===== src/sv/mcrl_pkg.sv =====
`timescale 1ns / 1ps
`default_nettype none
// ----------------------------------------------------------------------------
// mcrl_pkg
// Shared types, constants and helpers of the message cache with random or
// last-slot replacement.
// ----------------------------------------------------------------------------
package mcrl_pkg;

  localparam int LFSR_W     = 16;
  localparam int ID_W       = 31;
  localparam int HANDLE_W   = 32;
  localparam int SLOT_OUT_W = 4;
  localparam int FILL_OUT_W = 5;
  localparam int CFG_DATA_W = 16;
  localparam int CFG_IDX_W  = 1;

  localparam logic [LFSR_W-1:0] SEED_DEFAULT = 16'd44257;
  localparam logic [LFSR_W-1:0] LFSR_TAPS    = 16'hB400;

  localparam logic [CFG_IDX_W-1:0] REG_REPLACE_MODE = 1'd0;
  localparam logic [CFG_IDX_W-1:0] REG_RANDOM_SEED  = 1'd1;

  localparam logic KIND_ADD    = 1'b0;
  localparam logic KIND_LOOKUP = 1'b1;

  typedef enum logic [2:0] {
    ST_IDLE,
    ST_ADD,
    ST_REDUCE,
    ST_ADD_RND,
    ST_SCAN,
    ST_EMIT
  } state_t;

  typedef struct packed {
    logic [ID_W-1:0]     id;
    logic [HANDLE_W-1:0] handle;
  } slot_entry_t;

  typedef struct packed {
    logic in_ready;
    logic wr_fill;
    logic wr_last;
    logic lfsr_step;
    logic red_step;
    logic wr_rem;
    logic scan;
    logic emit;
  } dp_cmd_t;

  typedef struct packed {
    logic in_valid;
    logic in_kind;
    logic full;
    logic lifo_mode;
    logic scan_match;
    logic scan_done;
    logic out_free;
  } dp_status_t;

  function automatic logic [LFSR_W-1:0] lfsr_next(input logic [LFSR_W-1:0] cur);
    logic [LFSR_W-1:0] nxt;
    nxt = cur >> 1;
    if (cur[0]) begin
      nxt = nxt ^ LFSR_TAPS;
    end
    return nxt;
  endfunction

endpackage
`default_nettype wire


===== src/sv/mcrl_if.sv =====
`timescale 1ns / 1ps
`default_nettype none
// ----------------------------------------------------------------------------
// mcrl_if
// Valid/ready channels for the request and result transactions.
// ----------------------------------------------------------------------------
interface mcrl_in_if
  import mcrl_pkg::*;
  ();
  logic                valid;
  logic                ready;
  logic                kind;
  logic [ID_W-1:0]     msg_id;
  logic [HANDLE_W-1:0] msg_handle;

  modport source (output valid, output kind, output msg_id, output msg_handle, input ready);
  modport sink   (input valid, input kind, input msg_id, input msg_handle, output ready);
endinterface

interface mcrl_out_if
  import mcrl_pkg::*;
  ();
  logic                  valid;
  logic                  ready;
  logic                  hit;
  logic [SLOT_OUT_W-1:0] slot;
  logic [HANDLE_W-1:0]   handle_out;
  logic                  replaced;
  logic [FILL_OUT_W-1:0] fill_level;

  modport source (output valid, output hit, output slot, output handle_out,
                  output replaced, output fill_level, input ready);
  modport sink   (input valid, input hit, input slot, input handle_out,
                  input replaced, input fill_level, output ready);
endinterface
`default_nettype wire


===== src/sv/mcrl_ctrl.sv =====
`timescale 1ns / 1ps
`default_nettype none
// ----------------------------------------------------------------------------
// mcrl_ctrl
// Sequencer that steps the datapath through add, replacement and lookup.
// ----------------------------------------------------------------------------
module mcrl_ctrl
  import mcrl_pkg::*;
(
  input  wire logic       clk,
  input  wire logic       rst_n,
  input  wire dp_status_t status,
  output dp_cmd_t         cmd
);

  state_t state_r;
  state_t state_nxt;

  always_ff @(posedge clk) begin
    if (!rst_n) begin
      state_r <= ST_IDLE;
    end else begin
      state_r <= state_nxt;
    end
  end

  always_comb begin
    state_nxt = state_r;
    case (state_r)
      ST_IDLE: begin
        if (status.in_valid) begin
          state_nxt = (status.in_kind == KIND_ADD) ? ST_ADD : ST_SCAN;
        end
      end
      ST_ADD: begin
        if (!status.full || status.lifo_mode) begin
          state_nxt = ST_EMIT;
        end else begin
          state_nxt = ST_REDUCE;
        end
      end
      ST_REDUCE: begin
        state_nxt = ST_ADD_RND;
      end
      ST_ADD_RND: begin
        state_nxt = ST_EMIT;
      end
      ST_SCAN: begin
        if (status.scan_match || status.scan_done) begin
          state_nxt = ST_EMIT;
        end
      end
      ST_EMIT: begin
        if (status.out_free) begin
          state_nxt = ST_IDLE;
        end
      end
      default: begin
        state_nxt = ST_IDLE;
      end
    endcase
  end

  always_comb begin
    cmd = '0;
    case (state_r)
      ST_IDLE: begin
        cmd.in_ready = 1'b1;
      end
      ST_ADD: begin
        if (!status.full) begin
          cmd.wr_fill = 1'b1;
        end else if (status.lifo_mode) begin
          cmd.wr_last = 1'b1;
        end else begin
          cmd.lfsr_step = 1'b1;
        end
      end
      ST_REDUCE: begin
        cmd.red_step = 1'b1;
      end
      ST_ADD_RND: begin
        cmd.wr_rem = 1'b1;
      end
      ST_SCAN: begin
        cmd.scan = 1'b1;
      end
      ST_EMIT: begin
        cmd.emit = status.out_free;
      end
      default: begin
        cmd = '0;
      end
    endcase
  end

endmodule
`default_nettype wire


===== src/sv/mcrl_dp.sv =====
`timescale 1ns / 1ps
`default_nettype none
// ----------------------------------------------------------------------------
// mcrl_dp
// Slot memory, fill counter, replacement LFSR, remainder unit, lookup
// comparator and result register.
// ----------------------------------------------------------------------------
module mcrl_dp
  import mcrl_pkg::*;
#(
  parameter int NUM_SLOTS = 16
) (
  input  wire logic                  clk,
  input  wire logic                  rst_n,
  input  wire logic                  cfg_we,
  input  wire logic [CFG_IDX_W-1:0]  cfg_index,
  input  wire logic [CFG_DATA_W-1:0] cfg_data,
  input  wire dp_cmd_t               cmd,
  output dp_status_t                 status,
  mcrl_in_if.sink                    in_chan,
  mcrl_out_if.source                 out_chan
);

  localparam int SLOT_W   = $clog2(NUM_SLOTS);
  localparam int CNT_W    = $clog2(NUM_SLOTS + 1);
  localparam int RECIP_W  = LFSR_W + 1;
  localparam int RECIP_SH = LFSR_W + SLOT_W;
  localparam int PROD_W   = LFSR_W + RECIP_W;
  localparam logic [SLOT_W-1:0]  LAST_SLOT = SLOT_W'(NUM_SLOTS - 1);
  localparam logic [CNT_W-1:0]   FULL_CNT  = CNT_W'(NUM_SLOTS);
  localparam logic [RECIP_W-1:0] RECIP     =
    RECIP_W'(((1 << RECIP_SH) + NUM_SLOTS - 1) / NUM_SLOTS);
  localparam logic [LFSR_W-1:0]  MOD_N     = LFSR_W'(NUM_SLOTS);

  slot_entry_t mem [NUM_SLOTS];
  slot_entry_t rd_entry_r;

  logic                mode_r;
  logic [LFSR_W-1:0]   lfsr_r;
  logic [CNT_W-1:0]    count_r;
  logic [ID_W-1:0]     id_r;
  logic [HANDLE_W-1:0] handle_r;
  logic [LFSR_W-1:0]   rem_r;
  logic [LFSR_W-1:0]   quot_r;
  logic [CNT_W-1:0]    scan_idx_r;
  logic                cmp_valid_r;
  logic [SLOT_W-1:0]   cmp_idx_r;

  logic                res_hit_r;
  logic [SLOT_W-1:0]   res_slot_r;
  logic [HANDLE_W-1:0] res_handle_r;
  logic                res_repl_r;

  logic                  out_valid_r;
  logic                  out_hit_r;
  logic [SLOT_OUT_W-1:0] out_slot_r;
  logic [HANDLE_W-1:0]   out_handle_r;
  logic                  out_repl_r;
  logic [FILL_OUT_W-1:0] out_fill_r;

  logic                accept;
  logic                wr_en;
  logic [SLOT_W-1:0]   wr_addr;
  logic [SLOT_W-1:0]   rd_addr;
  logic [PROD_W-1:0]   prod;
  logic [SLOT_W-1:0]   rem_val;
  logic                match;
  logic [LFSR_W-1:0]   lfsr_adv;
  logic [SLOT_W+SLOT_OUT_W-1:0] slot_ext;
  logic [CNT_W+FILL_OUT_W-1:0]  fill_ext;

  assign accept   = in_chan.valid & cmd.in_ready;
  assign in_chan.ready = cmd.in_ready;

  assign lfsr_adv = lfsr_next(lfsr_r);
  assign prod     = PROD_W'(rem_r) * PROD_W'(RECIP);
  assign rem_val  = SLOT_W'(rem_r - quot_r * MOD_N);
  assign rd_addr  = scan_idx_r[SLOT_W-1:0];
  assign match    = cmp_valid_r && (rd_entry_r.id == id_r);
  assign slot_ext = {{SLOT_OUT_W{1'b0}}, res_slot_r};
  assign fill_ext = {{FILL_OUT_W{1'b0}}, count_r};

  always_comb begin
    wr_en   = cmd.wr_fill | cmd.wr_last | cmd.wr_rem;
    wr_addr = rem_val;
    if (cmd.wr_fill) begin
      wr_addr = count_r[SLOT_W-1:0];
    end else if (cmd.wr_last) begin
      wr_addr = LAST_SLOT;
    end
  end

  always_ff @(posedge clk) begin
    if (wr_en) begin
      mem[wr_addr] <= '{id: id_r, handle: handle_r};
    end
    rd_entry_r <= mem[rd_addr];
  end

  always_ff @(posedge clk) begin
    if (!rst_n) begin
      mode_r  <= 1'b0;
      lfsr_r  <= SEED_DEFAULT;
      count_r <= '0;
    end else begin
      if (cfg_we && cfg_index == REG_REPLACE_MODE) begin
        mode_r <= cfg_data[0];
      end
      if (cfg_we && cfg_index == REG_RANDOM_SEED) begin
        lfsr_r <= (cfg_data == '0) ? SEED_DEFAULT : cfg_data;
      end else if (cmd.lfsr_step) begin
        lfsr_r <= lfsr_adv;
      end
      if (cmd.wr_fill) begin
        count_r <= count_r + 1'b1;
      end
    end
  end

  always_ff @(posedge clk) begin
    if (!rst_n) begin
      cmp_valid_r <= 1'b0;
    end else if (accept) begin
      cmp_valid_r <= 1'b0;
    end else if (cmd.scan) begin
      cmp_valid_r <= scan_idx_r < count_r;
    end
  end

  always_ff @(posedge clk) begin
    if (accept) begin
      id_r         <= in_chan.msg_id;
      handle_r     <= in_chan.msg_handle;
      scan_idx_r   <= '0;
      res_hit_r    <= 1'b0;
      res_slot_r   <= '0;
      res_handle_r <= '0;
      res_repl_r   <= 1'b0;
    end
    if (cmd.wr_fill) begin
      res_slot_r <= count_r[SLOT_W-1:0];
    end
    if (cmd.wr_last) begin
      res_slot_r <= LAST_SLOT;
      res_repl_r <= 1'b1;
    end
    if (cmd.lfsr_step) begin
      rem_r <= lfsr_adv;
    end
    if (cmd.red_step) begin
      quot_r <= LFSR_W'(prod >> RECIP_SH);
    end
    if (cmd.wr_rem) begin
      res_slot_r <= rem_val;
      res_repl_r <= 1'b1;
    end
    if (cmd.scan) begin
      if (scan_idx_r < count_r) begin
        scan_idx_r <= scan_idx_r + 1'b1;
        cmp_idx_r  <= scan_idx_r[SLOT_W-1:0];
      end
      if (match) begin
        res_hit_r    <= 1'b1;
        res_slot_r   <= cmp_idx_r;
        res_handle_r <= rd_entry_r.handle;
      end
    end
  end

  always_ff @(posedge clk) begin
    if (!rst_n) begin
      out_valid_r <= 1'b0;
    end else if (cmd.emit) begin
      out_valid_r <= 1'b1;
    end else if (out_chan.ready) begin
      out_valid_r <= 1'b0;
    end
  end

  always_ff @(posedge clk) begin
    if (cmd.emit) begin
      out_hit_r    <= res_hit_r;
      out_slot_r   <= slot_ext[SLOT_OUT_W-1:0];
      out_handle_r <= res_handle_r;
      out_repl_r   <= res_repl_r;
      out_fill_r   <= fill_ext[FILL_OUT_W-1:0];
    end
  end

  assign out_chan.valid      = out_valid_r;
  assign out_chan.hit        = out_hit_r;
  assign out_chan.slot       = out_slot_r;
  assign out_chan.handle_out = out_handle_r;
  assign out_chan.replaced   = out_repl_r;
  assign out_chan.fill_level = out_fill_r;

  always_comb begin
    status            = '0;
    status.in_valid   = in_chan.valid;
    status.in_kind    = in_chan.kind;
    status.full       = count_r == FULL_CNT;
    status.lifo_mode  = mode_r;
    status.scan_match = match;
    status.scan_done  = !cmp_valid_r && (scan_idx_r >= count_r);
    status.out_free   = !out_valid_r || out_chan.ready;
  end

endmodule
`default_nettype wire


===== src/sv/message_cache_random_lifo.sv =====
`timescale 1ns / 1ps
`default_nettype none
// ----------------------------------------------------------------------------
// message_cache_random_lifo
// Fully associative message cache with random or last-slot replacement.
// ----------------------------------------------------------------------------
// One transaction is handled at a time; its result sits in an output register
// so the next request is taken while the result waits. An add to a cache that
// is not full, or any add in LIFO mode, writes its slot in ST_ADD and then
// goes to ST_EMIT. A random replacement advances the LFSR in ST_ADD, then
// reduces its value modulo NUM_SLOTS by a reciprocal multiplication in
// ST_REDUCE and a multiply-back and subtract in ST_ADD_RND, where the slot is
// written. A lookup ends on the first match or once all filled slots, at most
// NUM_SLOTS, are compared, because one comparator walks the slot memory
// through its single read port, one slot per cycle. Configuration writes apply
// at once; the user must make them while the block is idle (not enforced).
module message_cache_random_lifo
  import mcrl_pkg::*;
#(
  parameter int NUM_SLOTS = 16
) (
  input  wire logic                  clk,
  input  wire logic                  rst_n,
  input  wire logic                  cfg_we,
  input  wire logic [CFG_IDX_W-1:0]  cfg_index,
  input  wire logic [CFG_DATA_W-1:0] cfg_data,
  mcrl_in_if.sink                    in_chan,
  mcrl_out_if.source                 out_chan
);

  dp_cmd_t    cmd;
  dp_status_t status;

  mcrl_ctrl u_ctrl (
    .clk    (clk),
    .rst_n  (rst_n),
    .status (status),
    .cmd    (cmd)
  );

  mcrl_dp #(
    .NUM_SLOTS (NUM_SLOTS)
  ) u_dp (
    .clk       (clk),
    .rst_n     (rst_n),
    .cfg_we    (cfg_we),
    .cfg_index (cfg_index),
    .cfg_data  (cfg_data),
    .cmd       (cmd),
    .status    (status),
    .in_chan   (in_chan),
    .out_chan  (out_chan)
  );

endmodule
`default_nettype wire


===== src/flat_wrapper.sv =====
// flat-port wrapper written by rule: the top's interface ports become plain ports
module message_cache_random_lifo_flat import mcrl_pkg::*;
#(
  parameter int NUM_SLOTS = 16
)
  (clk, rst_n, cfg_we, cfg_index, cfg_data, in_chan_valid, in_chan_kind, in_chan_msg_id, in_chan_msg_handle, in_chan_ready, out_chan_valid, out_chan_hit, out_chan_slot, out_chan_handle_out, out_chan_replaced, out_chan_fill_level, out_chan_ready);
  mcrl_in_if in_chan_i ();
  mcrl_out_if out_chan_i ();
  input  wire logic clk;
  input  wire logic rst_n;
  input  wire logic cfg_we;
  input  wire logic [CFG_IDX_W-1:0] cfg_index;
  input  wire logic [CFG_DATA_W-1:0] cfg_data;
  input wire logic [$bits(in_chan_i.valid)-1:0] in_chan_valid;
  input wire logic [$bits(in_chan_i.kind)-1:0] in_chan_kind;
  input wire logic [$bits(in_chan_i.msg_id)-1:0] in_chan_msg_id;
  input wire logic [$bits(in_chan_i.msg_handle)-1:0] in_chan_msg_handle;
  output wire logic [$bits(in_chan_i.ready)-1:0] in_chan_ready;
  output wire logic [$bits(out_chan_i.valid)-1:0] out_chan_valid;
  output wire logic [$bits(out_chan_i.hit)-1:0] out_chan_hit;
  output wire logic [$bits(out_chan_i.slot)-1:0] out_chan_slot;
  output wire logic [$bits(out_chan_i.handle_out)-1:0] out_chan_handle_out;
  output wire logic [$bits(out_chan_i.replaced)-1:0] out_chan_replaced;
  output wire logic [$bits(out_chan_i.fill_level)-1:0] out_chan_fill_level;
  input wire logic [$bits(out_chan_i.ready)-1:0] out_chan_ready;
  assign in_chan_i.valid = in_chan_valid;
  assign in_chan_i.kind = in_chan_kind;
  assign in_chan_i.msg_id = in_chan_msg_id;
  assign in_chan_i.msg_handle = in_chan_msg_handle;
  assign in_chan_ready = in_chan_i.ready;
  assign out_chan_valid = out_chan_i.valid;
  assign out_chan_hit = out_chan_i.hit;
  assign out_chan_slot = out_chan_i.slot;
  assign out_chan_handle_out = out_chan_i.handle_out;
  assign out_chan_replaced = out_chan_i.replaced;
  assign out_chan_fill_level = out_chan_i.fill_level;
  assign out_chan_i.ready = out_chan_ready;
  message_cache_random_lifo #(.NUM_SLOTS(NUM_SLOTS)) u_core (.clk(clk), .rst_n(rst_n), .cfg_we(cfg_we), .cfg_index(cfg_index), .cfg_data(cfg_data), .in_chan(in_chan_i), .out_chan(out_chan_i));
endmodule

===== config.mk =====
export PLATFORM = sky130hd
export DESIGN_NAME = message_cache_random_lifo_flat
export DESIGN_NICKNAME = d
export VERILOG_FILES = /design/src/sv/mcrl_pkg.sv /design/src/sv/mcrl_if.sv /design/src/sv/mcrl_ctrl.sv /design/src/sv/mcrl_dp.sv /design/src/sv/message_cache_random_lifo.sv /design/src/flat_wrapper.sv
export SDC_FILE = /design/constraint.sdc
export NUM_CORES = 1
export LEC_CHECK = 0
export BUFFER_PORTS_ARGS = -buffer_cell sky130_fd_sc_hd__buf_2
export CORE_UTILIZATION = 45
export DETAILED_ROUTE_END_ITERATION = 16
export PLACE_DENSITY = 0.61
export SLEW_MARGIN = 5
export SYNTH_ARGS = -nofsm -noshare
export SYNTH_HDL_FRONTEND = slang
export SYNTH_SLANG_ARGS = --single-unit

===== constraint.sdc =====
create_clock -name clk -period 6.6 [get_ports clk]
set_input_delay 0.33 -clock clk [delete_from_list [all_inputs] [get_ports clk]]
set_output_delay 0.33 -clock clk [all_outputs]
set_load 0.02 [all_outputs]

==> impl_metrics.env <==
export IMPL_cts_resized=0
export IMPL_outcome="complete, no violations"
export IMPL_area_growth_pct=16.4
export IMPL_finalSetupViolCount=0
export IMPL_netlist_area_um2=46200
export IMPL_vdd_drop_max_mv=0.265
export IMPL_skew_ns=0.0277
export IMPL_netlist_instances=2021
export IMPL_postCtsSetupBuffers=0
export IMPL_num_vias=21048
export IMPL_fin_crit_sh_pct=59.3
export IMPL_wl_per_cell_um=25.5
export IMPL_start_util_pct=45.4
export IMPL_antennaDiodeCount=0
export IMPL_crit_path_end_kind="flop"
export IMPL_critPathTopFamily="simple AND/OR/NAND/NOR gates"
export IMPL_r2r_setup_slack_ns=2.69
export IMPL_pwr_share_comb_pct=12.7
export IMPL_finalNonFillerCells=3801
export IMPL_fillerInstances=7776
export IMPL_async_reset_ff_share_pct=0
export IMPL_syn_nets=2115
export IMPL_fmax_ghz=0.256
export IMPL_power_leakage_uw=0.0173
export IMPL_worstPathCellList="or3b_1, a21oi_1, a2bb2oi_1, nand2_1, nor2_4, buf_4"
export IMPL_numClockSinks=1255
export IMPL_multiInputGateArea_um2=9380
export IMPL_p_per_area_nw_per_um2=357
export IMPL_portBuffers=130
export IMPL_synth_top_cell_area_share_pct=73.0
export IMPL_min_delay_path_class="in2reg"
export IMPL_grt_start_max_net_pins=99
export IMPL_switching_share_pct=23.6
export IMPL_overflow=0
export IMPL_critPathCapture="u_core.u_dp.mem[12][20]"
export IMPL_core_area_um2=102000
export IMPL_critPathMaxStageDelay_ns=0.83
export IMPL_ys_ff_latch=1255
export IMPL_relSlewSlack_pct=26.4
export IMPL_p_clk_share_pct=36.9
export IMPL_clockRootBuffer="clkbuf_16"
export IMPL_drv_cap=0
export IMPL_tritoncts="built"
export IMPL_clk_pin_slew_ns=0.06
export IMPL_drc_errors=0
export IMPL_die_y_um=322
export IMPL_clk_insertion_delay_late_ns=0.73
export IMPL_worstPathRequired_ns=6.93
export IMPL_grt_usage_pct=19.1
export IMPL_placed_cell_area_um2=48700
export IMPL_gp_routability_congestion=0.791
export IMPL_ys_seq_area_share_pct=78.8
export IMPL_tightest_slew_ns=1.10
export IMPL_rsz0062_at_grt="no"
export IMPL_die_area_um2=104000
export IMPL_avgSynthCellArea_um2=22.8
export IMPL_final_common_cell="edfxtp_1"
export IMPL_drv_slew=0
export IMPL_antenna_found_initial=2
export IMPL_hold_viol_final=0
export IMPL_whs_ns=0.101
export IMPL_htreeDepth=4
export IMPL_internal_power_uw=14600
export IMPL_rr_worst_depth=6
export IMPL_r2r_end="u_core.u_dp.mem[12][20]"
export IMPL_startpoint_type="flop"
export IMPL_grt_pass1_wl_mm=143
export IMPL_critPathSlowestCell="buf_4"
export IMPL_ys_types=49
export IMPL_cp_depth=6
export IMPL_ff_latch_area_um2=36400
export IMPL_synthTopCellsByArea="edfxtp_1 73%, mux4_2 15%, dfxtp_1 5.8%, mux2i_1 0.87%, xnor2_1 0.68%"
export IMPL_final_cell_mix="1,122 x edfxtp_1, 315 x mux4_2, 135 x clkbuf_16, 130 x buf_2, 130 x dfxtp_1"
export IMPL_final_setup_tns_ns=0
export IMPL_routed_wl_mm=96.9
export IMPL_first_global_vias=21990
export IMPL_final_cell_area_um2=53700
export IMPL_cp_startpoint="u_core.u_ctrl.state_r[0]"
export IMPL_synthFlopType="edfxtp_1"
export IMPL_cp_num_buf_inv=1
export IMPL_layout_nets=2420
export IMPL_fin_util_pct=52.8
export IMPL_crit_type="reg2reg"
export IMPL_io_pins=131
export IMPL_cp_arrival_ns=4.25
export IMPL_firstDrtPassIters=5
export IMPL_drt_iter0_markers=1964
export IMPL_fp_row_count=117
export IMPL_dpl_cell_count=3470
export IMPL_min_period_ns=3.91
export IMPL_drtAntennaViolNets=0
export IMPL_drive_above_1_share_pct=29.0
export IMPL_cts_hold_buffers=92
export IMPL_cts_buffers=130
export IMPL_dp_hpwl_mm=52.0
export IMPL_clockBufferDepth=3
export IMPL_post_drt_via_cell_ratio=5.54
export IMPL_synth_top_area_cell="edfxtp_1"
export IMPL_synth_edf_count=1122
export IMPL_r2r_start="u_core.u_ctrl.state_r[0]"
export IMPL_synth_warnings=0
export IMPL_die_width_um=322
export IMPL_seqPwrFrac_pct=50.4
export IMPL_holdPathStages=2
export IMPL_worstPathMaxFanout=49
export IMPL_power_switching_uw=4530
==> worst register-to-register path: cells and delay by family (launching register included) <==
family	cells	cell delay, ns
DFF	1	0.56
and+or+nand+nor	3	1.31
buffers and inverters	1	0.83
AOI/OAI and AO/OA	2	0.77
==> registers in the layout, summed over array words and instances, names as in the netlist <==
signal,flops
u_core.u_dp.mem,1008
u_core.u_dp.rd_entry_r,63
u_core.u_dp.handle_r,32
u_core.u_dp.out_chan.handle_out,32
u_core.u_dp.res_handle_r,32
u_core.u_dp.id_r,31
u_core.u_dp.lfsr_r,16
u_core.u_dp.count_r,5
u_core.u_dp.out_chan.fill_level,5
u_core.u_dp.scan_idx_r,5
u_core.u_dp.cmp_idx_r,4
u_core.u_dp.out_chan.slot,4
u_core.u_dp.rem_r,4
u_core.u_dp.res_slot_r,4
u_core.u_ctrl.state_r,3
u_core.u_dp.cmp_valid_r,1
u_core.u_dp.mode_r,1
u_core.u_dp.out_chan.hit,1
u_core.u_dp.out_chan.replaced,1
u_core.u_dp.out_chan.valid,1
u_core.u_dp.res_hit_r,1
u_core.u_dp.res_repl_r,1
==> metrics by stage <==
| stage | power [µW] | setup slack, ns |
|---|---|---|
| finish | 19200 | 2.69 |
| global route | 19900 | 2.43 |
| CTS | 19400 | 2.67 |
| detailed placement | 12300 | 2.69 |
| global placement | 12200 | 2.76 |
| floorplan | 11500 | 1.88 |
==> power by group through the flow <==
stage	combinational (µW)	sequential (µW)	clock [µW]
after floorplan	1870	9660	0
after global placement	2440	9800	0
after detailed placement	2460	9840	0
after CTS	2510	9670	7240
after global routing	2640	9730	7510
final	2440	9660	7070
==> cells in the mapped netlist (2+ instances only) <==
library cell and instances:
edfxtp_1 1122, mux4_2 315, dfxtp_1 133, nand2_1 75, inv_1 46, clkbuf_1 42, mux2i_1 40, xnor2_1 36
buf_2 32, nor2_1 26, nand4_1 16, mux2_2 12, o22ai_1 12, buf_1 10, nand3_1 10, nor4_1 9
a21oi_1 8, ha_1 8, o211a_1 7, a31oi_1 6, and2_1 5, o21ai_0 5, a2bb2oi_1 4, buf_4 4
nor2b_1 4, a21boi_0 3, nor3_1 3, nor3b_1 3, a21o_1 2, nand2b_1 2, nand3b_1 2, xor2_1 2
==> worst min-delay path by stage <==
stage | start | to
after floorplan | u_core.u_dp.count_r[2] | u_core.u_dp.out_chan.fill_level[2]
after global placement | u_core.u_dp.res_handle_r[19] | u_core.u_dp.out_chan.handle_out[19]
after detailed placement | u_core.u_dp.res_hit_r | u_core.u_dp.out_chan.hit
after CTS | rst_n | u_core.u_dp.lfsr_r[9]
after global routing | rst_n | u_core.u_dp.lfsr_r[4]
final | rst_n | u_core.u_dp.lfsr_r[14]
==> layout make-up <==
type | instances | area share (%)
tap | 1368 | 3.18
multi-input combinational | 631 | 17.4
timing repair buffer | 262 | 3.65
clock inverter | 50 | 0.866
clock buffer | 189 | 6.87
inverter | 46 | 0.331
sequential | 1255 | 67.7
==> logic make-up (layout without fill, tap and decap cells) <==
group                    Yosys count  count (layout)  share of synthesized area, %
flip-flops                      1255            1255                          78.8
multiplexers                     367             367                          16.5
AND/OR/NAND/NOR                  162             162                          1.68
buffers and inverters            135             547                          1.23
AO/OA/AOI/OAI                     56              56                         0.857
XOR/XNOR                          38              38                         0.721
adder cells (fa/ha/maj)            8               8                         0.217
==> metal layers <==
metal / routed length (µm) / vias up / GRT usage, % / share of wire, %
met2: 46900 / 685 / 30.6 / 48
li1: - / 9016 / - / -
met4: 1910 / 2 / 5.39 / 2.0
met3: 5850 / 140 / 3.45 / 6.0
met1: 42300 / 11205 / 27.1 / 44
met5: 13 / - / 0 / 0.013
(Power assumes the default switching activity.)
